<file path="src/rtl/tbs_pkg.sv">
// ============================================================================
// TLV bucket scanner package
// Request types, status codes, register indexes and sizing constants shared
// by the scanner modules.
// ============================================================================
package tbs_pkg;

  // Default width of the message offset counters.
  localparam int unsigned OFFSET_BITS_DEF = 16;

  // Fixed field widths.
  localparam int unsigned BYTE_W    = 8;
  localparam int unsigned WORD_W    = 32;
  localparam int unsigned OUT_W     = 16;
  localparam int unsigned STATUS_W  = 2;
  localparam int unsigned CFG_IDX_W = 1;

  // Configuration register indexes.
  localparam logic [CFG_IDX_W-1:0] CFG_WANTED_TYPE     = 1'd0;
  localparam logic [CFG_IDX_W-1:0] CFG_TERMINATOR_TYPE = 1'd1;

  // Result status codes.
  localparam logic [STATUS_W-1:0] ST_FOUND     = 2'd0;
  localparam logic [STATUS_W-1:0] ST_NOT_FOUND = 2'd1;
  localparam logic [STATUS_W-1:0] ST_TOO_LONG  = 2'd2;

  // Input request: one message byte.
  typedef struct packed {
    logic [BYTE_W-1:0] data_byte;
    logic              last_byte;
  } in_req_t;

  // Result request: one search outcome per message.
  typedef struct packed {
    logic [STATUS_W-1:0] status;
    logic [OUT_W-1:0]    payload_offset;
    logic [OUT_W-1:0]    payload_length;
  } out_req_t;

endpackage

</file>
<file path="src/rtl/tlv_bucket_scanner_core.sv">
// ============================================================================
// TLV bucket scanner core
// Streams a message byte by byte and reports the first bucket of a wanted
// type in its type-length-value list.
// ============================================================================
//
//   Channel  Direction  Ports                          Moves
//   in       input      in_valid, in_stall, in_data    one message byte
//   out      output     out_valid, out_stall, out_data one result per message
//   cfg      input      cfg_we, cfg_index, cfg_wdata   register write
//
// One byte per cycle unless a final byte waits: the parser finishes other
// bytes in the cycle after the edge that accepts them. A final byte loads its
// result into the output register once it has room, setting out_valid.
// Synchronous active-low reset empties both registers, restarts the parser
// and zeroes the type registers. Only a final byte waits on a full, stalled
// output register, and while it waits the input channel stalls.
//
// A message is a NUL-terminated name, a four-byte step word, then buckets of
// a big-endian 32-bit type, a big-endian 32-bit length and the payload. The
// terminator type ends the list. A message longer than 2^OFFSET_BITS - 1
// bytes reports too long.
module tlv_bucket_scanner_core
  import tbs_pkg::*;
#(
  parameter int unsigned OFFSET_BITS = OFFSET_BITS_DEF
) (
  input  logic                 clk,
  input  logic                 rst_n,
  input  logic                 in_valid,
  output logic                 in_stall,
  input  in_req_t              in_data,
  output logic                 out_valid,
  input  logic                 out_stall,
  output out_req_t             out_data,
  input  logic                 cfg_we,
  input  logic [CFG_IDX_W-1:0] cfg_index,
  input  logic [WORD_W-1:0]    cfg_wdata
);

  logic [WORD_W-1:0] wanted_r, term_r;
  logic              held_vld;
  in_req_t           held_data;
  logic              room;
  logic              step;
  out_req_t          result;

  // Configuration registers.
  always_ff @(posedge clk) begin
    if (!rst_n) begin
      wanted_r <= '0;
      term_r   <= '0;
    end else if (cfg_we) begin
      case (cfg_index)
        CFG_WANTED_TYPE:     wanted_r <= cfg_wdata;
        CFG_TERMINATOR_TYPE: term_r   <= cfg_wdata;
        default: begin
        end
      endcase
    end
  end

  // A held byte is parsed unless it is a final byte and the output register
  // cannot take its result.
  assign step = held_vld & (~held_data.last_byte | room);

  tbs_in_stage u_in (
    .clk       (clk),
    .rst_n     (rst_n),
    .in_valid  (in_valid),
    .in_stall  (in_stall),
    .in_data   (in_data),
    .take      (step),
    .held_vld  (held_vld),
    .held_data (held_data)
  );

  tbs_parser #(
    .OFFSET_BITS (OFFSET_BITS)
  ) u_parser (
    .clk             (clk),
    .rst_n           (rst_n),
    .step            (step),
    .req             (held_data),
    .wanted_type     (wanted_r),
    .terminator_type (term_r),
    .result          (result)
  );

  tbs_out_stage u_out (
    .clk       (clk),
    .rst_n     (rst_n),
    .push      (step & held_data.last_byte),
    .push_data (result),
    .room      (room),
    .out_valid (out_valid),
    .out_stall (out_stall),
    .out_data  (out_data)
  );

endmodule

</file>
<file path="src/rtl/tbs_in_stage.sv">
// ============================================================================
// TLV bucket scanner input register
// Holds one accepted byte until the parser consumes it.
// ============================================================================
module tbs_in_stage
  import tbs_pkg::*;
(
  input  logic    clk,
  input  logic    rst_n,
  input  logic    in_valid,
  output logic    in_stall,
  input  in_req_t in_data,
  input  logic    take,       // parser consumes the held byte this cycle
  output logic    held_vld,
  output in_req_t held_data
);

  logic    vld_r, vld_nxt;
  in_req_t data_r;

  // The register may load whenever it is empty or being drained.
  assign in_stall = vld_r & ~take;
  assign vld_nxt  = in_stall ? vld_r : in_valid;

  always_ff @(posedge clk) begin
    if (!rst_n) begin
      vld_r <= 1'b0;
    end else begin
      vld_r <= vld_nxt;
    end
  end

  always_ff @(posedge clk) begin
    if (in_valid && !in_stall) begin
      data_r <= in_data;
    end
  end

  assign held_vld  = vld_r;
  assign held_data = data_r;

endmodule

</file>
<file path="src/rtl/tbs_parser.sv">
// ============================================================================
// TLV bucket scanner parser
// Per-byte phase machine that walks the name, step word and bucket headers
// and forms the search result on the final byte of a message.
// ============================================================================
module tbs_parser
  import tbs_pkg::*;
#(
  parameter int unsigned OFFSET_BITS = OFFSET_BITS_DEF
) (
  input  logic              clk,
  input  logic              rst_n,
  input  logic              step,
  input  in_req_t           req,
  input  logic [WORD_W-1:0] wanted_type,
  input  logic [WORD_W-1:0] terminator_type,
  output out_req_t          result
);

  typedef enum logic [4:0] {
    PH_NAME = 5'b00001,
    PH_STEP = 5'b00010,
    PH_HDR  = 5'b00100,
    PH_PAY  = 5'b01000,
    PH_DONE = 5'b10000
  } phase_t;

  phase_t                 phase_r, phase_nxt;
  logic [OFFSET_BITS:0]   pos_r, pos_nxt;
  logic [2:0]             hcnt_r, hcnt_nxt;
  logic [WORD_W-1:0]      hshift_r, hshift_nxt;
  logic [WORD_W-1:0]      ctype_r, ctype_nxt;
  logic [WORD_W-1:0]      remain_r, remain_nxt;
  logic                   found_r, found_nxt;
  logic [OFFSET_BITS-1:0] foff_r, foff_nxt;
  logic [OUT_W-1:0]       flen_r, flen_nxt;
  logic [WORD_W-1:0]      shifted;

  assign shifted = {hshift_r[WORD_W-BYTE_W-1:0], req.data_byte};

  always_comb begin
    phase_nxt  = phase_r;
    hcnt_nxt   = hcnt_r;
    hshift_nxt = hshift_r;
    ctype_nxt  = ctype_r;
    remain_nxt = remain_r;
    found_nxt  = found_r;
    foff_nxt   = foff_r;
    flen_nxt   = flen_r;
    // The position counter saturates one past the longest legal message.
    pos_nxt    = pos_r[OFFSET_BITS] ? pos_r : pos_r + 1'b1;

    case (phase_r)
      PH_NAME: begin
        if (req.data_byte == '0) begin
          phase_nxt = PH_STEP;
          hcnt_nxt  = '0;
        end
      end
      PH_STEP: begin
        hcnt_nxt = hcnt_r + 1'b1;
        if (hcnt_r == 3'd3) begin
          hcnt_nxt   = '0;
          hshift_nxt = '0;
          phase_nxt  = PH_HDR;
        end
      end
      PH_HDR: begin
        hshift_nxt = shifted;
        hcnt_nxt   = hcnt_r + 1'b1;
        if (hcnt_r == 3'd3) begin
          ctype_nxt = shifted;
        end else if (hcnt_r == 3'd7) begin
          hcnt_nxt = '0;
          if (ctype_r == terminator_type) begin
            // The terminator ends the search even if its type is wanted.
            phase_nxt = PH_DONE;
          end else begin
            if (ctype_r == wanted_type) begin
              found_nxt = 1'b1;
              foff_nxt  = pos_r[OFFSET_BITS-1:0] + OFFSET_BITS'(1);
              flen_nxt  = shifted[OUT_W-1:0];
            end
            if (shifted == '0) begin
              if (found_nxt) begin
                phase_nxt = PH_DONE;
              end
            end else begin
              remain_nxt = shifted;
              phase_nxt  = PH_PAY;
            end
            hshift_nxt = '0;
          end
        end
      end
      PH_PAY: begin
        remain_nxt = remain_r - 1'b1;
        if (remain_r == WORD_W'(1)) begin
          phase_nxt = found_r ? PH_DONE : PH_HDR;
        end
      end
      default: begin
      end
    endcase
  end

  // The result is formed from the state after this byte.
  always_comb begin
    result = '{status: ST_NOT_FOUND, payload_offset: '0, payload_length: '0};
    if (pos_nxt[OFFSET_BITS]) begin
      result.status = ST_TOO_LONG;
    end else if (phase_nxt == PH_DONE && found_nxt) begin
      result.status         = ST_FOUND;
      result.payload_offset = OUT_W'(foff_nxt);
      result.payload_length = flen_nxt;
    end
  end

  always_ff @(posedge clk) begin
    if (!rst_n) begin
      phase_r  <= PH_NAME;
      pos_r    <= '0;
      hcnt_r   <= '0;
      hshift_r <= '0;
      ctype_r  <= '0;
      remain_r <= '0;
      found_r  <= 1'b0;
      foff_r   <= '0;
      flen_r   <= '0;
    end else if (step) begin
      if (req.last_byte) begin
        // Each message starts from a clean state.
        phase_r  <= PH_NAME;
        pos_r    <= '0;
        hcnt_r   <= '0;
        hshift_r <= '0;
        ctype_r  <= '0;
        remain_r <= '0;
        found_r  <= 1'b0;
        foff_r   <= '0;
        flen_r   <= '0;
      end else begin
        phase_r  <= phase_nxt;
        pos_r    <= pos_nxt;
        hcnt_r   <= hcnt_nxt;
        hshift_r <= hshift_nxt;
        ctype_r  <= ctype_nxt;
        remain_r <= remain_nxt;
        found_r  <= found_nxt;
        foff_r   <= foff_nxt;
        flen_r   <= flen_nxt;
      end
    end
  end

endmodule

</file>
<file path="src/rtl/tbs_out_stage.sv">
// ============================================================================
// TLV bucket scanner output register
// Holds one result until the downstream side takes it.
// ============================================================================
module tbs_out_stage
  import tbs_pkg::*;
(
  input  logic     clk,
  input  logic     rst_n,
  input  logic     push,
  input  out_req_t push_data,
  output logic     room,       // a result can be loaded this cycle
  output logic     out_valid,
  input  logic     out_stall,
  output out_req_t out_data
);

  logic     vld_r, vld_nxt;
  out_req_t data_r;

  assign room    = ~vld_r | ~out_stall;
  assign vld_nxt = room ? push : vld_r;

  always_ff @(posedge clk) begin
    if (!rst_n) begin
      vld_r <= 1'b0;
    end else begin
      vld_r <= vld_nxt;
    end
  end

  always_ff @(posedge clk) begin
    if (push && room) begin
      data_r <= push_data;
    end
  end

  assign out_valid = vld_r;
  assign out_data  = data_r;

endmodule

</file>
<file path="config.mk">
export PLATFORM = sky130hd
export DESIGN_NAME = tlv_bucket_scanner_core
export DESIGN_NICKNAME = d
export VERILOG_FILES = /design/src/rtl/tbs_pkg.sv /design/src/rtl/tlv_bucket_scanner_core.sv /design/src/rtl/tbs_in_stage.sv /design/src/rtl/tbs_parser.sv /design/src/rtl/tbs_out_stage.sv
export SDC_FILE = /design/constraint.sdc
export NUM_CORES = 1
export LEC_CHECK = 0
export BUFFER_PORTS_ARGS = -buffer_cell sky130_fd_sc_hd__buf_2
export CAP_MARGIN = 0
export CORE_UTILIZATION = 55
export DETAILED_ROUTE_END_ITERATION = 10
export MAX_ROUTING_LAYER = met4
export PLACE_DENSITY = 0.77
export SETUP_SLACK_MARGIN = 0.15
export SLEW_MARGIN = 40
export SYNTH_ARGS = -nofsm -noshare
export SYNTH_HDL_FRONTEND = slang
export SYNTH_SLANG_ARGS = --single-unit
</file>
<file path="constraint.sdc">
create_clock -name clk -period 6.5 [get_ports clk]
set_clock_uncertainty 0.1 [all_clocks]
set_input_delay 0 -clock clk [delete_from_list [all_inputs] [get_ports clk]]
set_output_delay 0 -clock clk [all_outputs]
set_load 0.01 [all_outputs]
</file>
# Yosys cells after proc, flatten, opt, wreduce, memory -nomap -nowiden
# Index checks and enable logic that the tools add are counted.
# classes
mux,57
bitwise,11
n_reduce_logical,19
eq_ne,17
n_addsub,4
# op_table
cell,count
32-bit 2-to-1 mux,8
16-bit 2-to-1 mux,12
24-bit 2-to-1 mux,5
32-bit == test,2
32-bit case mux with 2 select lines,1
5-bit 2-to-1 mux,10
24-bit case mux with 2 select lines,1
17-bit 2-to-1 mux,2
33-bit 2-to-1 mux,1
32-bit by 1-bit == test with 1-bit output (second input constant),1
32-bit logical NOT,1
32-bit by 1-bit subtractor with 32-bit output (second input constant),1
5-bit case mux with 4 select lines,1
17-bit by 1-bit adder with 17-bit output (second input constant),1
16-bit by 1-bit adder with 16-bit output (second input constant),1
3-bit 2-to-1 mux,5
1-bit 2-to-1 mux,10
3-bit by 2-bit inequality test with 1-bit output (second input constant),3
3-bit inequality test (second input constant),3
3-bit case mux with 3 select lines,1
3-bit AND reduction,3
8-bit logical NOT,1
1-bit inverter,6
2-bit AND reduction,3
other kinds (18),25
# totals
inputBits,47
word_cells,127
reg_bits,255
output_inout_bits,36

# Logic depth before layout (Yosys ltp)
# Gate-level depths: netlist (run 1).
# logic_depth
ltp_word,16
ltp_mapped,11
mapped_depth_nobuf,9

# Cells and area by module
# A second synthesis (run 1) with hierarchy kept.
# hier_totals
cells_unflattened,1310
area_unflattened_um2,12156.7
# modules_own_cells
module,seq_area_each_um2,area_per_inst_um2,cells_each,instances
tbs_parser,2922.8,8326.7,1010,1
tlv_bucket_scanner_core,1281.2,2449.8,248,1
tbs_out_stage,1041.0,1062.3,39,1
tbs_in_stage,290.3,317.8,13,1

# Worst setup path before layout (run 1)
# OpenSTA, ideal clock, no wires.
# synth_timing
kind,register -> register
start,register u_parser.remain_r[19]
end,register u_out.data_r (netlist bit u_out.out_data[32]) (data pin)
n_path_buf,3
synth_period_minus_slack_ns,2.987
setup_ns,0.255
arrival_time_ns,2.632
t_required_ns,6.145
path_slack_ns,3.513
path_stages_with_launch,11
cell_sequence,dfxtp_1 > or3_4 > or3_1 > buf_2 > or4_4 > a211oi_1 > a31o_1 > nand4bb_1 > buf_6 > buf_6 > o21ba_1
# synth_between
elab_chain_cells,6
# synth_lines
element,line,rtl
"start, declared",tbs_parser.sv:33,"logic [WORD_W-1:0] remain_r, remain_nxt;"
"start signal, assigned",tbs_parser.sv:148,remain_r <= remain_nxt;
32-bit by 1-bit == test with 1-bit output,tbs_parser.sv:98,if (remain_r == WORD_W'(1)) begin
5-bit 2-to-1 mux,tbs_parser.sv:98,
5-bit case mux with 4 select lines,tbs_parser.sv:53,case (phase_r)
5-bit == test,tbs_parser.sv:112,end else if (phase_nxt == PH_DONE && found_nxt) begin
1-bit logical AND,tbs_parser.sv:112,
33-bit 2-to-1 mux,tbs_parser.sv:112,
"end signal, assigned",tbs_out_stage.sv:34,data_r <= push_data;
"end, declared",tbs_out_stage.sv:19,out_req_t data_r;
# Every way passes these cells.
# A chain may end at the register's enable or synchronous reset.

# Final worst setup path (run 1)
# layout_timing
start,register u_parser.hcnt_r[0]
end,register u_out.data_r (netlist bit u_out.out_data[31]) (data pin)
# layout_between
elab_chain_cells,8
elab_cells_between_ends,16
classes_between,eq/ne: 3; mux: 10; bitwise: 1; reduce/logical: 2
# layout_lines
element,line,rtl
"start, declared",tbs_parser.sv:30,"logic [2:0] hcnt_r, hcnt_nxt;"
"start signal, assigned",tbs_parser.sv:145,hcnt_r <= hcnt_nxt;
3-bit == test,tbs_parser.sv:73,end else if (hcnt_r == 3'd7) begin
5-bit 2-to-1 mux,tbs_parser.sv:73,
5-bit 2-to-1 mux,tbs_parser.sv:71,if (hcnt_r == 3'd3) begin
5-bit case mux with 4 select lines,tbs_parser.sv:53,
5-bit == test,tbs_parser.sv:112,
1-bit logical AND,tbs_parser.sv:112,
1-bit inverter (no line),-,
2-bit OR reduction (no line),-,
# Several ways; a longest one is shown, not always the timed one.

==> results.md, run 1 <==
* Status: finished clean
* Maximum clock rate at 0.2512 GHz
* Final hold vios at 0
* Most frequent cells in the layout: dfxtp_1, nand2_1, nor2b_1
* CP max FO at 37
* Synth area leaders: dfxtp_1, edfxtp_1, a22oi_1
* YS warnings at 0
* Seq/Total Area, Yosys at 45.45%
* Clk root buf: clkbuf_16
* Drc violations at 0
* Worst VDD drop at 204.1 uV
* I/O pin count at 83
* Synth Register Bits at 255
* Synthesized Nets at 1371
* Setup Slack @ Placement at 2.178 ns
* Routed Antenna Nets at 0
* CTS tree: yes
* Worst Setup End Kind: register
* CTS clk-pin slew, worst paths at 0.06 ns
* Worst EP arrival at 4.24 ns
* GPL Wtd Cong at 0.9009
* Overall global routing resource usage at 28.65%
* CP cell instances: ha_1 -> ha_1 -> nor2b_1 -> nand2_1 -> a2111oi_2 -> buf_4 -> o21bai_1 -> nand4bb_4 -> buf_4 -> nor4_1
* Die Width at 150.8 um
* Synthesized area per cell at 9.248 um2
* Area growth, synth to finish at 17.22%
* Layout net count at 1460
* Area leader, netlist: dfxtp_1
* Power Density at 244.3 nW/um2
* H-tree levels at 1
* Synthesized area at 12180 um2
* Period minus WS final at 3.982 ns
* CP startpoint kind: register
* Hold wc startpoint: in_data[7]
* Dpl hpwl at 19910 um
* First-pass GRT wire length at 50570 um
* Final slew viol count at 0
* Setup tns final at 0 ns
* Crit-path max cell delay at 0.59 ns
* Initial antenna violation count at 0
* Grt ovf at 0
* Die Area at 22740 um2
* Worst reg2reg path endpoint: u_out.out_data[31]$_SDFFCE_PP0P_
* Vias in the first global route at 9787
* DRT Pass-1 Iters at 5
* Post-synth cell types at 64
* Commonest non-fill, non-tap cell in the layout: dfxtp_1
* CORE AREA at 21760 um2
* RR Startpoint: u_parser.hcnt_r[0]$_SDFFE_PN0P_
* Fin util at 65.62%
* Worst-Skew Late Latency at 0.55 ns
* Worst Path Required at 6.76 ns
* Port Buf Inserts at 82
* TritonCTS buffer count at 28
* Share of cells above drive strength 1 at 14.64%
* Tightest Pin Transition at 0.8444 ns
* Synth Flop Type: dfxtp_1
* Post-synthesis cell count at 1317
* Max-cap violations at 0
* Synth top area share at 34.85%
* Clock buffer depth at 3
* Post-synth EDFFs at 43
* Row count at 54
* Worst min path class: in2reg
* Largest net degree at the start of global routing at 113
* Iteration-0 DRC Markers at 932
* Slew HR at 43.71%
* Final period util at 61.26%
* Crit path kind: reg2reg
* Final setup viols at 0
* RSZ-0062 raised after global routing: no
* Worst path slowest cell: nand4bb_4
* Die H at 150.8 um
* Async S/R FF share, synth at 0%
* Wire per inst at 18.51 um
* Vias at 10.24k
* Hold depth at 2
* Routed WL at 31620 um
* Post-CTS Resized at 0
* DR vias/cell at 5.994
* Pleak at 5.114 nW
* Final setup margin at 2.518 ns
* Initial Utilization at 55.98%
* Hold EP: u_in.held_data[7]$_DFFE_PP_
* R2R cell count at 10
* Antenna diodes at 0
* Reg2Reg Setup Slack at 2.52 ns
* CTS sink count at 255
[worst max path at each step]
stage                     depth (start not counted)                               end                          startpoint  slack [ns]
after detailed placement                         10  u_out.out_data[31]$_SDFFCE_PP0P_     u_parser.hcnt_r[0]$_SDFFE_PN0P_        2.18
after CTS                                        10  u_out.out_data[31]$_SDFFCE_PP0P_     u_parser.hcnt_r[0]$_SDFFE_PN0P_        2.15
after floorplan                                  10  u_out.out_data[32]$_SDFFCE_PN0P_  u_parser.remain_r[19]$_SDFFE_PN0P_        3.51
after global routing                             10  u_out.out_data[31]$_SDFFCE_PP0P_     u_parser.hcnt_r[0]$_SDFFE_PN0P_        2.26
after global placement                           10  u_out.out_data[32]$_SDFFCE_PN0P_     u_parser.hcnt_r[0]$_SDFFE_PN0P_        2.34
final                                            10  u_out.out_data[31]$_SDFFCE_PP0P_     u_parser.hcnt_r[0]$_SDFFE_PN0P_        2.52
[critical path, delay by kind of cell (launching register included)]
| kind | cells | cell delay [ns] |
|---|---|---|
| adder cells (fa/ha/maj) | 2 | 0.48 |
| AO/OA/AOI/OAI | 2 | 0.47 |
| AND/OR/NAND/NOR | 4 | 1.41 |
| flip-flops | 1 | 0.33 |
| buffers and inverters | 2 | 0.97 |
[synthesized netlist by cell type, types with 3 or more instances]
cell	count
a211oi_1	5
a21boi_0	75
a21o_1	5
a21oi_1	44
a22oi_1	96
a31oi_1	3
and2_1	12
and3_1	9
and4_1	3
buf_1	6
buf_2	3
buf_6	7
clkbuf_1	83
dfxtp_1	212
edfxtp_1	43
ha_1	7
inv_1	12
mux2i_1	33
nand2_1	178
nand2b_1	4
nand3_1	10
nand3b_1	3
nand4_1	15
nor2_1	64
nor2b_1	102
nor3_1	27
nor4_1	31
nor4_2	30
o211ai_1	20
o21ai_0	29
o21ai_1	4
o22ai_1	7
or3_1	7
or3b_2	4
xnor2_1	43
xor2_1	40
[layer usage]
layer | global-route usage (%) | vias to the layer above | part of all wire [%]
met4 | 11.95 | 0 | 3.5
met3 | 3.133 | 69 | 5.2
met1 | 37.51 | 4957 | 45
met5 | - | - | 0
li1 | - | 4891 | -
met2 | 45.14 | 320 | 47
[metrics by stage]
step | cell area, um2 | power, W | instances | hold WS [ns]
after detailed placement | 12740 | 0.001875 | 1600 | 0.07844
after global placement | 12720 | 0.001870 | 1600 | 0.07726
after CTS | 14260 | 0.003489 | 1708 | 0.04645
after global routing | 14280 | 0.003584 | 1708 | 0.06873
after floorplan | 12180 | 0.001804 | 1317 | -0.001131
final | 14280 | 0.003487 | 1708 | 0.06188
[state kept, by name (all words and copies together), names as in the netlist]
name / count
u_parser.phase_r: 5
u_parser.flen_r: 16
u_parser.ctype_r: 32
wanted_r: 32
u_out.out_data: 34
u_in.held_vld: 1
u_parser.foff_r: 16
u_out.out_valid: 1
term_r: 32
u_in.held_data: 9
u_parser.hcnt_r: 3
u_parser.pos_r: 17
u_parser.remain_r: 32
u_parser.found_r: 1
u_parser.hshift_r: 24
[final cells by class]
class / count / area, um2
fill: 1709 / 7480
multi-input combinational: 951 / 6262
sequential: 255 / 5535
timing repair buffer: 158 / 1127
clock buffer: 43 / 867.1
tap: 280 / 350.3
clock inverter: 9 / 88.84
inverter: 12 / 45.04
[power by group]
group	internal, W	total [W]	switching [W]	leakage (nW)
logic	0.0000924	0.000220	0.000127	2.45
clock network	0.000959	0.00162	0.000656	0.480
registers	0.00163	0.00165	0.0000242	2.18
total	0.00268	0.00349	0.000807	5.11
[what timing repair did]
action	CTS	global route
endpoints found under the hold margin	120	0
endpoints found under the setup margin	0	0
buffers inserted	0	0
hold buffers	56	0
[logic make-up (layout without fill, tap and decap cells)]
kind of cell / count (synthesis) / in the layout / synth area share, %
XOR/XNOR: 83 / 83 / 5.969
flip-flops: 255 / 255 / 45.45
buffers and inverters: 111 / 222 / 3.883
AND/OR/NAND/NOR: 516 / 516 / 23.38
multiplexers: 33 / 33 / 2.712
adder cells (fa/ha/maj): 7 / 7 / 0.7191
AO/OA/AOI/OAI: 312 / 312 / 17.89
(Power assumes the default switching activity.)
==> run 2: changes to the inputs <==
Settings changed: PLACE_DENSITY 0.77 to 0.79.
Clock period 6.5 ns to 3.6 ns, I/O delays scaled along.
==> results.md, run 2 (synthesis gave the netlist of run 1 again) <==
* TritonCTS buffer count at 26
* Hold depth at 2
* GPL Wtd Cong at 0.9708
* Iteration-0 DRC Markers at 832
* Clk root buf: clkbuf_16
* Antenna diodes at 0
* Vias at 10.29k
* H-tree levels at 1
* DP Area at 12960 um2
* First-pass GRT wire length at 49580 um
* Post-CTS Resized at 0
* CTS tree: yes
* Tot Pwr at 0.006280 W
* Slew HR at 44.83%
* Port Buf Inserts at 82
* Worst Path Required at 3.80 ns
* Row count at 54
* Final period util at 89.41%
* R2R cell count at 8
* Grt ovf at 0
* CP max FO at 33
* Final slew viol count at 0
* Area growth, synth to finish at 18.76%
* RSZ-0062 raised after global routing: no
* Placed Cells at 1621
* Fin util at 66.48%
* Die Area at 22740 um2
* Routed WL at 31350 um
* Commonest non-fill, non-tap cell in the layout: dfxtp_1
* CTS clk-pin slew, worst paths at 0.06 ns
* Initial antenna violation count at 0
* Drc violations at 0
* Status: finished clean
* Die Width at 150.8 um
* Final instance area at 14460 um2
* CTS sink count at 255
* Clock buffer depth at 3
* Number of flip-flops in the largest register at 34
* Share of cells above drive strength 1 at 15.49%
* Worst-Skew Late Latency at 0.54 ns
* Die H at 150.8 um
* Overall global routing resource usage at 28.22%
* Pleak at 5.227 nW
* Dpl hpwl at 20070 um
* Final non-filler cell total at 1726
* Final hold vios at 0
* Vias in the first global route at 9656
* Worst min path class: in2reg
* Crit path kind: reg2reg
* Period minus WS final at 3.219 ns
* Routed Antenna Nets at 0
* Fillers at 1625
* I/O pin count at 83
* Layout net count at 1480
* DR vias/cell at 5.964
* Largest net degree at the start of global routing at 94
* Max-cap violations at 0
* Tightest Pin Transition at 0.8275 ns
* Most frequent cells in the layout: dfxtp_1, nand2_1, nor2b_1
* Initial Utilization at 55.98%
* Worst VDD drop at 382.9 uV
* CP startpoint kind: register
* Setup tns final at 0 ns
* Maximum clock rate at 0.3107 GHz
* DRT Pass-1 Iters at 6
* CORE AREA at 21760 um2
* Worst EP arrival at 3.42 ns
* Wire per inst at 18.16 um
* Power Density at 434.2 nW/um2
* Final setup viols at 0
* Worst Setup End Kind: register
[run 2: path summary, 6_finish.rpt]
kind                                      startpoint                          endpoint  slack, ns
setup reg to reg  u_parser.remain_r[19]$_SDFFE_PN0P_  u_out.out_data[32]$_SDFFCE_PN0P_       0.38
hold reg to reg            wanted_r[30]$_SDFFE_PN0P_         wanted_r[30]$_SDFFE_PN0P_       0.38
setup / recovery  u_parser.remain_r[19]$_SDFFE_PN0P_  u_out.out_data[32]$_SDFFCE_PN0P_       0.38
hold / removal                            in_data[1]       u_in.held_data[1]$_DFFE_PP_       0.08
[run 2: final cells by class]
class	count	area, um2	share of cell area (%)
clock buffers	36	775.7	5.363
clock inverters	12	157.7	1.090
inverters	12	45.04	0.3114
multi-input cells	951	6241	43.15
flip-flops and latches	255	5535	38.27
well taps	280	350.3	2.422
repair buffers	180	1359	9.394
[run 2: layer usage]
metal | part of all wire, % | global-route usage (%)
met5 | 0 | -
met4 | 3.6 | 11.65
met3 | 6.2 | 3.554
met2 | 48 | 44.95
met1 | 42 | 36.32
[run 2: worst max-delay path: stages (launching register included)]
cell       delay, ns
dfxtp_1         0.35
or3_4           0.42
or3_1           0.42
or4_4           0.57
a211oi_1        0.26
a31o_1          0.20
nand4bb_2       0.12
buf_4           0.30
o21ba_1         0.23
[run 2: what timing repair did]
| action | 4_1_cts | 5_1_grt |
|---|---|---|
| buffers inserted | 0 | 3 |
| hold buffers | 54 | 0 |
| setup endpoints to repair | 0 | 12 |
| endpoints found under the hold margin | 135 | 0 |
[run 2: through the flow]
step / hold WS, ns / setup WS, ns
finish: 0.08454 / 0.3814
global route: 0.07412 / 0.1977
CTS: 0.05404 / 0.3499
detailed placement: 0.07880 / 0.3452
global placement: 0.07677 / 0.3852
floorplan: -0.001131 / 0.6133
[run 2: report_power, final]
part	switching [W]	internal [W]	total [W]
Sequential	0.0000414	0.00294	0.00298
Clock	0.00115	0.00173	0.00289
Combinational	0.000233	0.000179	0.000412
